`config.mk`:
```
export PLATFORM = sky130hd
export DESIGN_NAME = roit_front
export DESIGN_NICKNAME = d
export VERILOG_FILES = /design/src/sv/roit_pkg.sv /design/src/sv/roit_front.sv
export SDC_FILE = /design/constraint.sdc
export NUM_CORES = 1
export LEC_CHECK = 0
export ABC_AREA = 1
export BUFFER_PORTS_ARGS = -buffer_cell sky130_fd_sc_hd__buf_4
export CAP_MARGIN = 20
export CORE_MARGIN = 4
export CORE_UTILIZATION = 30
export DETAILED_ROUTE_END_ITERATION = 8
export SLEW_MARGIN = 5
export SYNTH_ARGS = -nofsm -noshare
export SYNTH_HDL_FRONTEND = slang
export SYNTH_SLANG_ARGS = --single-unit
```
`constraint.sdc`:
```
create_clock -name clk -period 6.4 [get_ports clk]
set_input_delay 1.28 -clock clk [delete_from_list [all_inputs] [get_ports clk]]
set_output_delay 1.28 -clock clk [all_outputs]
set_load 0.05 [all_outputs]
```
`src/sv/roit_pkg.sv`:
```
// Shared types, codes and sizes for the record offset index table.
// Used by every module of the block; depends on nothing else.
package roit_pkg;

	localparam int DEF_MAX_RECORDS = 1024;
	localparam int DEF_OFFSET_BITS = 24;

	localparam int CMD_W   = 3;
	localparam int LEN_W   = 16;
	localparam int IDX_W   = 11;
	localparam int POS_W   = 24;
	localparam int ADDR_W  = 32;
	localparam int BYTES_W = 24;
	localparam int EB_W    = 16;
	localparam int STAT_W  = 3;
	localparam int CFG_IDX_W = 2;
	localparam int CFG_DATA_W = 32;
	localparam int QUEUE_DEPTH = 2;

	localparam logic [CMD_W-1:0] CMD_APPEND = 3'd0;
	localparam logic [CMD_W-1:0] CMD_QUERY  = 3'd1;
	localparam logic [CMD_W-1:0] CMD_LOCATE = 3'd2;
	localparam logic [CMD_W-1:0] CMD_SPLIT  = 3'd3;
	localparam logic [CMD_W-1:0] CMD_CLEAR  = 3'd4;

	localparam logic [STAT_W-1:0] STAT_OK        = 3'd0;
	localparam logic [STAT_W-1:0] STAT_BAD_INDEX = 3'd1;
	localparam logic [STAT_W-1:0] STAT_BAD_POS   = 3'd2;
	localparam logic [STAT_W-1:0] STAT_FULL      = 3'd3;
	localparam logic [STAT_W-1:0] STAT_NOT_MULT  = 3'd4;
	localparam logic [STAT_W-1:0] STAT_EMPTY     = 3'd5;

	localparam logic [CFG_IDX_W-1:0] REG_LAYOUT_MODE  = 2'd0;
	localparam logic [CFG_IDX_W-1:0] REG_ENTRY_BYTES  = 2'd1;
	localparam logic [CFG_IDX_W-1:0] REG_BASE_ADDRESS = 2'd2;

	typedef enum logic [2:0] {
		OP_APPEND,
		OP_QUERY,
		OP_LOCATE,
		OP_SPLIT,
		OP_CLEAR,
		OP_NOP
	} op_t;

	typedef struct packed {
		op_t               op;
		logic [LEN_W-1:0]  length;
		logic [IDX_W-1:0]  index;
		logic [POS_W-1:0]  position;
	} item_t;

	typedef struct packed {
		logic  valid;
		item_t item;
	} queue_head_t;

	typedef enum logic [2:0] {
		ST_IDLE,
		ST_DISPATCH,
		ST_DIV,
		ST_GOT_START,
		ST_GOT_END,
		ST_SEARCH,
		ST_PROBE,
		ST_FIN
	} state_t;

endpackage

```
`src/sv/roit_front.sv`:
```
// Front end: takes input transfers, decodes the command and queues the item.
// Depends on roit_pkg.
module roit_front (
	input  logic                        clk,
	input  logic                        arst_n,
	input  logic                        in_valid,
	output logic                        in_ready,
	input  logic [roit_pkg::CMD_W-1:0]  command,
	input  logic [roit_pkg::LEN_W-1:0]  length,
	input  logic [roit_pkg::IDX_W-1:0]  index,
	input  logic [roit_pkg::POS_W-1:0]  position,
	output roit_pkg::queue_head_t       head,
	input  logic                        pop
);
	import roit_pkg::*;

	item_t       slot_q [QUEUE_DEPTH];
	logic        wr_ptr_q;
	logic        rd_ptr_q;
	logic [1:0]  count_q;
	logic        push;
	item_t       dec;

	always_comb begin
		dec.length   = length;
		dec.index    = index;
		dec.position = position;
		unique case (command)
			CMD_APPEND: dec.op = OP_APPEND;
			CMD_QUERY:  dec.op = OP_QUERY;
			CMD_LOCATE: dec.op = OP_LOCATE;
			CMD_SPLIT:  dec.op = OP_SPLIT;
			CMD_CLEAR:  dec.op = OP_CLEAR;
			default:    dec.op = OP_NOP;
		endcase
	end

	assign in_ready   = count_q != 2'(QUEUE_DEPTH);
	assign push       = in_valid && in_ready;
	assign head.valid = count_q != '0;
	assign head.item  = slot_q[rd_ptr_q];

	always_ff @(posedge clk or negedge arst_n) begin
		if (!arst_n) begin
			wr_ptr_q <= 1'b0;
			rd_ptr_q <= 1'b0;
			count_q  <= '0;
		end else begin
			if (push) wr_ptr_q <= !wr_ptr_q;
			if (pop) rd_ptr_q <= !rd_ptr_q;
			count_q <= count_q + 2'(push) - 2'(pop);
		end
	end

	always_ff @(posedge clk) begin
		if (push) slot_q[wr_ptr_q] <= dec;
	end

`ifndef ASSERT_OFF
	a_pop_nonempty: assert property (@(posedge clk) disable iff (!arst_n)
		pop |-> count_q != '0)
		else $error("queue popped while empty");
	a_fill_grows: assert property (@(posedge clk) disable iff (!arst_n)
		(push && !pop) |=> count_q == $past(count_q) + 2'd1)
		else $error("queue fill count did not grow on a lone push");
`endif

endmodule

```
### After elaboration in Yosys (flattened, before gate mapping)

Memory sizes are Yosys's and may differ from the RTL's.
Index checks and enable logic that the tools add are counted.

| word-level totals | value |
|---|---|
| word-level logic and storage cells | 19 |
| register bits after elaboration | 4 |
| memory bits (read-only) | 0 |
| latch bits | 0 |
| memories | 1 |
| input bits | 58 |
| output and inout bits | 56 |
| bits in writable memories | 108 |

Memory list:

| name | words | width | read ports | clocked after Yosys merged registers in | wr ports | RTL line | source |
|---|---|---|---|---|---|---|---|
| slot_q | 2 | 54 | 1 | 0 | 1 | roit_front.sv:17 | `item_t slot_q [QUEUE_DEPTH];` |

| operators by class | value |
|---|---|
| equality and inequality tests | 5 |
| div/mod/pow operators | 0 |
| shift-type cells | 0 |
| muxes and demuxes | 3 |
| $add $sub $neg | 2 |
| $lt $le $gt $ge | 0 |
| bitwise gates (word level) | 0 |
| multipliers | 0 |
| reductions and logical operators | 5 |

Operators with widths:

| operator | number |
|---|---|
| one-hot mux 3 bit (5 select lines) | 1 |
| == test 3 x 2 -> 1 bit (second input constant) | 2 |
| == test 3 x 1 -> 1 bit (second input constant) | 1 |
| == test 3 bit (second input constant) | 1 |
| logical NOT 3 bit | 1 |
| adder 2 x 1 -> 2 bit | 1 |
| logical NOT 1 bit | 2 |
| 2-to-1 mux 1 bit | 2 |
| inequality test 2 bit (second input constant) | 1 |
| nonzero test 2 bit | 1 |
| subtractor 2 x 1 -> 2 bit | 1 |
| logical AND 1 bit | 1 |

### Logic depth before layout (Yosys ltp)

Gate-level depths: netlist of the first run.

| logic depth | value |
|---|---|
| depth after elaboration | 4 |
| mapped depth | 12 |
| gate-level depth less buffers | 12 |

### Worst setup path before layout of the first run

No wires, ideal clock.

| timing | value |
|---|---|
| path kind | input -> register |
| start point | input in_valid |
| end point | memory slot_q[1][0] (netlist bit), enable pin |
| arrival time | 3.700 ns |
| required time | 5.932 ns |
| setup time | 0.468 ns |
| stages | 2 |
| path buffers | 0 |
| path slack | 2.232 ns |
| path through | nand2_1 > nor2_1 |

| between the ends | value |
|---|---|
| longest elaborated chain between the ends | 3 |

RTL lines:

| item | RTL line | source |
|---|---|---|
| start: declaration | roit_front.sv:6 | `input logic in_valid,` |
| logical AND 1 bit | roit_front.sv:39 | `assign push = in_valid && in_ready;` |
| 2-to-1 mux 1 bit | roit_front.sv:56 | `if (push) slot_q[wr_ptr_q] <= dec;` |
| 2-to-1 mux 1 bit (implied by the code) | roit_front.sv:56 |  |
| end: declaration | roit_front.sv:17 |  |

Every way passes these cells.

==> results.json, run 1 <==
{
  "outcome": "completed",
  "slew_violations": 0,
  "yosys-top-cells-area": "edfxtp_1 74%, mux2_4 17%, buf_12 2.3%",
  "start_util": 0.310,
  "synth_top_family_by_area": "multiplexers",
  "rsz0062_at_grt": "no",
  "area_growth_pct": 29.3,
  "finalWorstSetupSlack_ns": 3.02,
  "ys_seq_area_frac": 0.765,
  "worst_ep_arrival_time_ns": 2.10,
  "dp_cells": 487,
  "num-nets-final": 377,
  "cp_top_family": "flip-flops",
  "grt_max_degree": 56,
  "synth-xor-area-share": 0.00200,
  "synth.largest_area_cell": "edfxtp_1",
  "cts_tree": "done",
  "finalCriticalPeriod_ns": 3.38,
  "syn_nets": 258,
  "setup_tns_ns": 0,
  "io_pins": 114,
  "grt_pass1_wl_mm": 11.9,
  "r2r_cells": 4,
  "final_cell_area_um2": 5650,
  "instances_no_fill": 503,
  "clk_latency_ns": 0.35,
  "setup_violations": 0,
  "hold_ws_ns": 0.526,
  "grt_use_total": 0.0961,
  "diodes": 0,
  "worst_pin_slew_ns": 1.01,
  "placement.io_buffers": 113,
  "synth_mux_area_frac": 0.181,
  "maxCapViolCount": 0,
  "hold_path_class": "reg -> reg",
  "cts.sinks": 112,
  "ys_ff_latch": 112,
  "slowest_delay_ns": 1.07,
  "synth.yosys.warnings": 0,
  "skew_ns": 0.00564,
  "finalHoldViolCount": 0,
  "grt_pass1_vias": 2254,
  "worstSetupPathType": "reg -> out",
  "synth_edf_count": 108,
  "max_slew_margin": 0.325,
  "syn_avg_cell_area_um2": 22.0,
  "dr.pass1.iters": 4,
  "synthTopCellsByCount": "108 x edfxtp_1, 49 x mux2_4, 10 x nand2_1",
  "synth_compound_area_frac": 0.00286,
  "crit_chain": "mux2_2 > buf_4",
  "rows": 43,
  "cts_hold_buffers": 0,
  "end_kind": "primary output",
  "drtAntennaViolNets": 0,
  "postCtsSetupRepairBufs": 0,
  "first_iter_violations": 116,
  "drt_wl_total_mm": 7.65,
  "powerDensity_nw_per_um2": 525,
  "cpMaxStageDelayCell": "dfrtp_4",
  "cp.depth": 2,
  "gp_congestion": 0.680,
  "core_area_um2": 14100,
  "drcViolationCount": 0,
  "antenna_found_initial": 1,
  "via_count": 2123,
  "power_mw": 2.97,
  "crit_fanout": 55,
  "fin_util": 0.401,
  "root_buffer": "clkbuf_16",
  "cp_data_required_time_ns": 5.12,
  "fmax_ghz": 0.296,
  "cts_buffers": 9,
  "post-route-period-util": 0.527,
  "async_flop_share": 0.0357,
  "cp_num_buf_inv": 1,
  "post_drt_via_cell_ratio": 4.22,
  "vdd_drop_max_mv": 0.428,
  "cts_resized": 0,
  "synth_simple_gate_area_frac": 0.0149,
  "postSynthCellCount": 199,
  "place_hpwl_mm": 5.14,
  "min_path_cells": 1,
  "synth.cell_area_um2": 4370,
  "synth_cell_types": 16,
  "cts.path.max_buffers": 2,
  "die-area_um2": 16600,
  "die_w_um": 129,
  "grt_overflow": 0,
  "post_drt_wl_per_cell_um": 15.2,
  "place_area_um2": 5360,
  "p_leak_nw": 2.26,
  "yosys.area_share.adder": 0.00286,
  "h-tree-depth": 3,
  "yosysMostFrequentCell": "edfxtp_1",
  "dieHeight_um": 129,
  "ys.flop_type": "edfxtp_1",
  "cts.clk_slew.worst_paths_ns": 0.07,
  "pre_cts_slack_ns": 3.30,
  "yosysTopAreaCellShare": 0.742,
  "layout-drive-gt1-share": 0.576,
  "worstSetupStartpointType": "flip-flop"
}
==> power breakdown <==
| part | internal [mW] | switching, mW |
|---|---|---|
| clock network | 0.302 | 0.240 |
| logic | 0.494 | 0.798 |
| registers | 1.00 | 0.132 |
==> state kept, by name, indices dropped and copies added (netlist names) <==
name and flops:
count_q 2, rd_ptr_q 1, slot_q 108, wr_ptr_q 1
==> cell families (layout without fill, tap and decap cells) <==
logic type / Yosys count / after routing
adder cells (fa/ha/maj): 1 / 1
flip-flops: 112 / 112
buffers and inverters: 13 / 137
multiplexers: 54 / 54
AO/OA/AOI/OAI: 2 / 2
AND/OR/NAND/NOR: 16 / 16
XOR/XNOR: 1 / 1
==> area by class of cell <==
type                       instances  area, um^2
sequential                       112        3350
multi-input combinational         74         906
timing repair buffer             115         863
clock inverter                     6        60.1
fill                            1306        8440
tap                              180         225
clock buffer                      10         229
inverter                           6        22.5
==> cell usage in the layout, fill, tap and decap left out, types with 2 or more instances in the layout <==
cell and n:
buf_4 115, inv_1 6, edfxtp_1 108, dfrtp_1 3, nor2_1 2, mux2_2 5
nand2_1 10, clkinv_2 2, mux2_4 49, nor2_4 2, clkbuf_16 9
==> worst paths after layout <==
check	start	end	slack [ns]
worst max-delay path	rd_ptr_q	head[2]	3.02
worst min-delay path	count_q[0]	count_q[0]	0.53
worst max register to register	count_q[1]	slot_q[1][3]	4.19
worst min register to register	count_q[0]	count_q[0]	0.53
max in group asynchronous	arst_n	rd_ptr_q	5.57
min in group asynchronous	arst_n	count_q[1]	0.72
==> per-layer routing <==
layer,track usage,vias to the layer above,share of wire
met5,0,-,0.0024
met4,0.0500,2,0.021
met3,0.0357,12,0.081
met2,0.157,68,0.50
met1,0.110,1043,0.39
li1,-,998,-
Note: power is estimated with default switching activity, not from simulation.
==> inputs of run 2 (changes only) <==
Clock period 6.4 ns to 3.2 ns, I/O delays scaled along.
==> results.json, run 2 (synthesis results as in run 1) <==
{
  "layout-drive-gt1-share": 0.578,
  "final_cell_area_um2": 5680,
  "grt_pass1_wl_mm": 11.8,
  "area_growth_pct": 29.9,
  "fin_util": 0.403,
  "cts_resized": 0,
  "cts.path.max_buffers": 2,
  "hold_path_class": "in -> async",
  "cts.sinks": 112,
  "drt_wl_total_mm": 7.86,
  "place_area_um2": 5400,
  "rrSetupSlack_ns": 1.60,
  "vdd_drop_max_mv": 0.806,
  "io_pins": 114,
  "reg_top3": "slot_q x108, count_q x2",
  "cp_data_required_time_ns": 2.56,
  "max_slew_margin": 0.590,
  "maxCapViolCount": 0,
  "dr.pass1.iters": 4,
  "rows": 43,
  "root_buffer": "clkbuf_16",
  "first_iter_violations": 93,
  "final_common_cell": "buf_4",
  "worst_ep_arrival_time_ns": 1.99,
  "post_drt_via_cell_ratio": 4.20,
  "setup_violations": 0,
  "drcViolationCount": 0,
  "h-tree-depth": 3,
  "diodes": 0,
  "num-nets-final": 380,
  "grt_pass1_vias": 2266,
  "mostFrequentLayoutCells": "117 x buf_4, 108 x edfxtp_1, 49 x mux2_4",
  "regMostFlops": "slot_q",
  "worstSetupPathType": "reg -> out",
  "seq_area_um2": 3350,
  "powerDensity_nw_per_um2": 1050,
  "cts.clk_slew.worst_paths_ns": 0.06,
  "die-area_um2": 16600,
  "rsz0062_at_grt": "no",
  "setup_tns_ns": 0,
  "clk_latency_ns": 0.34,
  "crit_fanout": 33,
  "place_hpwl_mm": 5.33,
  "gp_congestion": 0.725,
  "placement.io_buffers": 113,
  "end_kind": "primary output",
  "postCtsSetupRepairBufs": 0,
  "r2r_cells": 4,
  "skew_ns": 0.00513,
  "n_fill_cell": 1333,
  "dieHeight_um": 129,
  "timing.rr.start": "count_q[1]",
  "worstSetupStartpointType": "flip-flop",
  "grt_use_total": 0.0955,
  "post-route-period-util": 0.822,
  "finalCriticalPeriod_ns": 2.63,
  "p_leak_nw": 2.27,
  "outcome": "completed",
  "via_count": 2120,
  "grt_max_degree": 34,
  "slew_violations": 0,
  "multi_input_area_um2": 906,
  "drtAntennaViolNets": 0,
  "cts_hold_buffers": 0,
  "worst_pin_slew_ns": 0.615,
  "cts_tree": "done",
  "finalHoldViolCount": 0,
  "r2r-end": "slot_q[1][30]",
  "fmax_ghz": 0.380,
  "power_mw": 5.95,
  "cts_buffers": 9,
  "core_area_um2": 14100,
  "antenna_found_initial": 0,
  "grt_overflow": 0,
  "post_drt_wl_per_cell_um": 15.6,
  "start_util": 0.310,
  "die_w_um": 129,
  "largest_reg_flops": 108
}
==> run 2: report_power, final <==
group | internal, mW | switching (mW) | leakage [nW] | total (mW)
combinational | 1.00 | 1.70 | 1.09 | 2.70
sequential | 2.00 | 0.190 | 1.05 | 2.19
clock | 0.596 | 0.461 | 0.140 | 1.06
total | 3.60 | 2.35 | 2.27 | 5.95
==> run 2: worst max path at each step <==
stage / startpoint / end / slack, ns / cells after the start
after global placement: rd_ptr_q / head[35] / 0.89 / 3
after CTS: rd_ptr_q / head[35] / 0.50 / 3
after floorplan: count_q[1] / slot_q[1][0] / 0.33 / 3
after global routing: rd_ptr_q / head[52] / 0.47 / 3
final: rd_ptr_q / head[40] / 0.57 / 3
after detailed placement: rd_ptr_q / head[35] / 0.88 / 3
==> run 2: area by class of cell <==
class                   count  share of cell area
clock buffers              10              0.0403
clock inverters             5             0.00860
inverters                   6             0.00397
multi-input cells          74               0.160
flip-flops and latches    112               0.590
well taps                 180              0.0397
repair buffers            118               0.158
==> run 2: metrics by stage <==
stage / worst slack [ns] / hold WS, ns / std cells
6_report: 0.570 / 0.0841 / 505
3_3_place_gp: 0.893 / 0.440 / 490
3_5_place_dp: 0.882 / 0.440 / 490
4_1_cts: 0.500 / 0.0635 / 505
2_1_floorplan: 0.331 / 0.344 / 199
5_1_grt: 0.473 / 0.0677 / 505
==> run 2: critical path, stage by stage, from the launching register on <==
cell     delay (ns)
dfrtp_4        0.82
buf_12         0.30
mux2_4         0.32
buf_4          0.19
==> run 2: per-layer routing <==
layer / global-route usage / share of wire / wire [um] / vias up
met5: 0 / 0 / 0 / -
met4: 0.0500 / 0.020 / 158 / 0
met3: 0.0286 / 0.067 / 529 / 11
met2: 0.149 / 0.47 / 3710 / 77
met1: 0.120 / 0.44 / 3460 / 1031
li1: - / - / - / 1001
==> inputs of run 3 (changes only) <==
Clock period 3.2 ns to 2.6 ns, I/O delays scaled along.
==> results.json, run 3 (synthesis results as in run 1) <==
{
  "end_kind": "primary output",
  "core_area_um2": 14100,
  "worstSetupStartpointType": "flip-flop",
  "drt_wl_total_mm": 7.90,
  "layout-drive-gt1-share": 0.584,
  "mostFrequentLayoutCells": "114 x buf_4, 108 x edfxtp_1, 49 x mux2_4",
  "cts.sinks": 112,
  "die-area_um2": 16600,
  "multi_input_area_um2": 906,
  "start_util": 0.310,
  "cts_buffers": 9,
  "drtAntennaViolNets": 0,
  "cpMaxStageDelayCell": "dfrtp_4",
  "clk_latency_ns": 0.34,
  "reg_top3": "slot_q x108, count_q x2",
  "max_slew_margin": 0.775,
  "antenna_found_initial": 0,
  "rrSetupSlack_ns": 1.07,
  "dieHeight_um": 129,
  "slew_violations": 0,
  "p_leak_nw": 2.31,
  "rows": 43,
  "met3_usage": 0.0407,
  "regMostFlops": "slot_q",
  "worstSetupPathType": "reg -> out",
  "finalCriticalPeriod_ns": 2.31,
  "place_hpwl_mm": 5.08,
  "dp_cells": 490,
  "dr.pass1.iters": 4,
  "finalHoldViolCount": 0,
  "num-nets-final": 381,
  "cp_top_family": "flip-flops",
  "crit_chain": "buf_12 > mux2_2 > buf_4",
  "met2_usage": 0.162,
  "worst_ep_arrival_time_ns": 1.79,
  "postCtsSetupRepairBufs": 0,
  "cp_num_buf_inv": 2,
  "skew_ns": 0.00350,
  "h-tree-depth": 3,
  "setup_violations": 0,
  "drcViolationCount": 0,
  "cts.clk_slew.worst_paths_ns": 0.07,
  "final_common_cell": "buf_4",
  "grt_overflow": 0,
  "grt_pass1_wl_mm": 11.9,
  "min_path_cells": 1,
  "die_w_um": 129,
  "post-route-period-util": 0.888,
  "seq_area_um2": 3350,
  "fmax_ghz": 0.433,
  "timing.rr.start": "count_q[1]",
  "cts.path.max_buffers": 2,
  "powerDensity_nw_per_um2": 1320,
  "post_drt_wl_per_cell_um": 15.6,
  "outcome": "completed",
  "placement.io_buffers": 113,
  "first_iter_violations": 75,
  "setup_tns_ns": 0,
  "hold_path_class": "in -> reg",
  "n_fill_cell": 1297,
  "pre_cts_slack_ns": 0.635,
  "r2r-end": "slot_q[1][25]",
  "grt_pass1_vias": 2357,
  "maxCapViolCount": 0,
  "crit_fanout": 18,
  "cp.depth": 3,
  "via_count": 2160,
  "cp_data_required_time_ns": 2.08,
  "rsz0062_at_grt": "no",
  "top_usage_layer": "met2",
  "cts_tree": "done",
  "post_drt_via_cell_ratio": 4.26,
  "grt_use_total": 0.0957,
  "hold_start": "length[9]",
  "r2r_cells": 4,
  "use_met1": 0.107,
  "diodes": 0,
  "vdd_drop_max_mv": 0.636,
  "min_to": "slot_q[0][44]",
  "grt_max_degree": 56,
  "largest_reg_flops": 108,
  "worst_pin_slew_ns": 0.337,
  "finalWorstSetupSlack_ns": 0.291,
  "instances_no_fill": 507,
  "area_growth_pct": 32.5,
  "root_buffer": "clkbuf_16",
  "io_pins": 114,
  "gp_congestion": 0.664,
  "slowest_delay_ns": 0.64
}
run 3: power breakdown:
part	total (mW)	internal, mW	switching [mW]
clock network	1.56	0.943	0.621
logic	3.44	1.29	2.15
registers	2.64	2.46	0.171
total	7.64	4.70	2.94
run 3: area by class of cell:
type | count | share of cell area
multi-input combinational | 74 | 0.156
sequential | 112 | 0.578
tap | 180 | 0.0389
inverter | 6 | 0.00389
clock inverter | 7 | 0.0205
timing repair buffer | 119 | 0.163
clock buffer | 9 | 0.0389
run 3: metal layers:
layer / up-vias / wire length [um]
met2: 75 / 3970
met4: 0 / 109
li1: 1007 / -
met5: - / 0
met1: 1069 / 3180
met3: 9 / 645
run 3: worst max-delay path by stage:
stage          startpoint      endpoint
6_report         rd_ptr_q      head[53]
3_5_place_dp     rd_ptr_q      head[53]
2_1_floorplan  count_q[1]  slot_q[1][0]
4_1_cts          rd_ptr_q      head[53]
3_3_place_gp     rd_ptr_q      head[53]
5_1_grt          rd_ptr_q      head[53]
run 3: timing repair:
action / in CTS / in global routing
hold endpoints to repair: 4 / 0
resized for setup: 0 / 0
hold buffers: 1 / 0
run 3: stage by stage:
stage	util	hold slack (ns)	area [um^2]	total power [mW]
2_1_floorplan	-	0.224	4380	5.34
3_3_place_gp	0.386	0.319	5440	6.15
3_5_place_dp	0.386	0.321	5440	6.19
4_1_cts	0.411	0.330	5790	7.78
5_1_grt	0.411	0.330	5790	7.98
6_report	0.411	0.356	5790	7.64
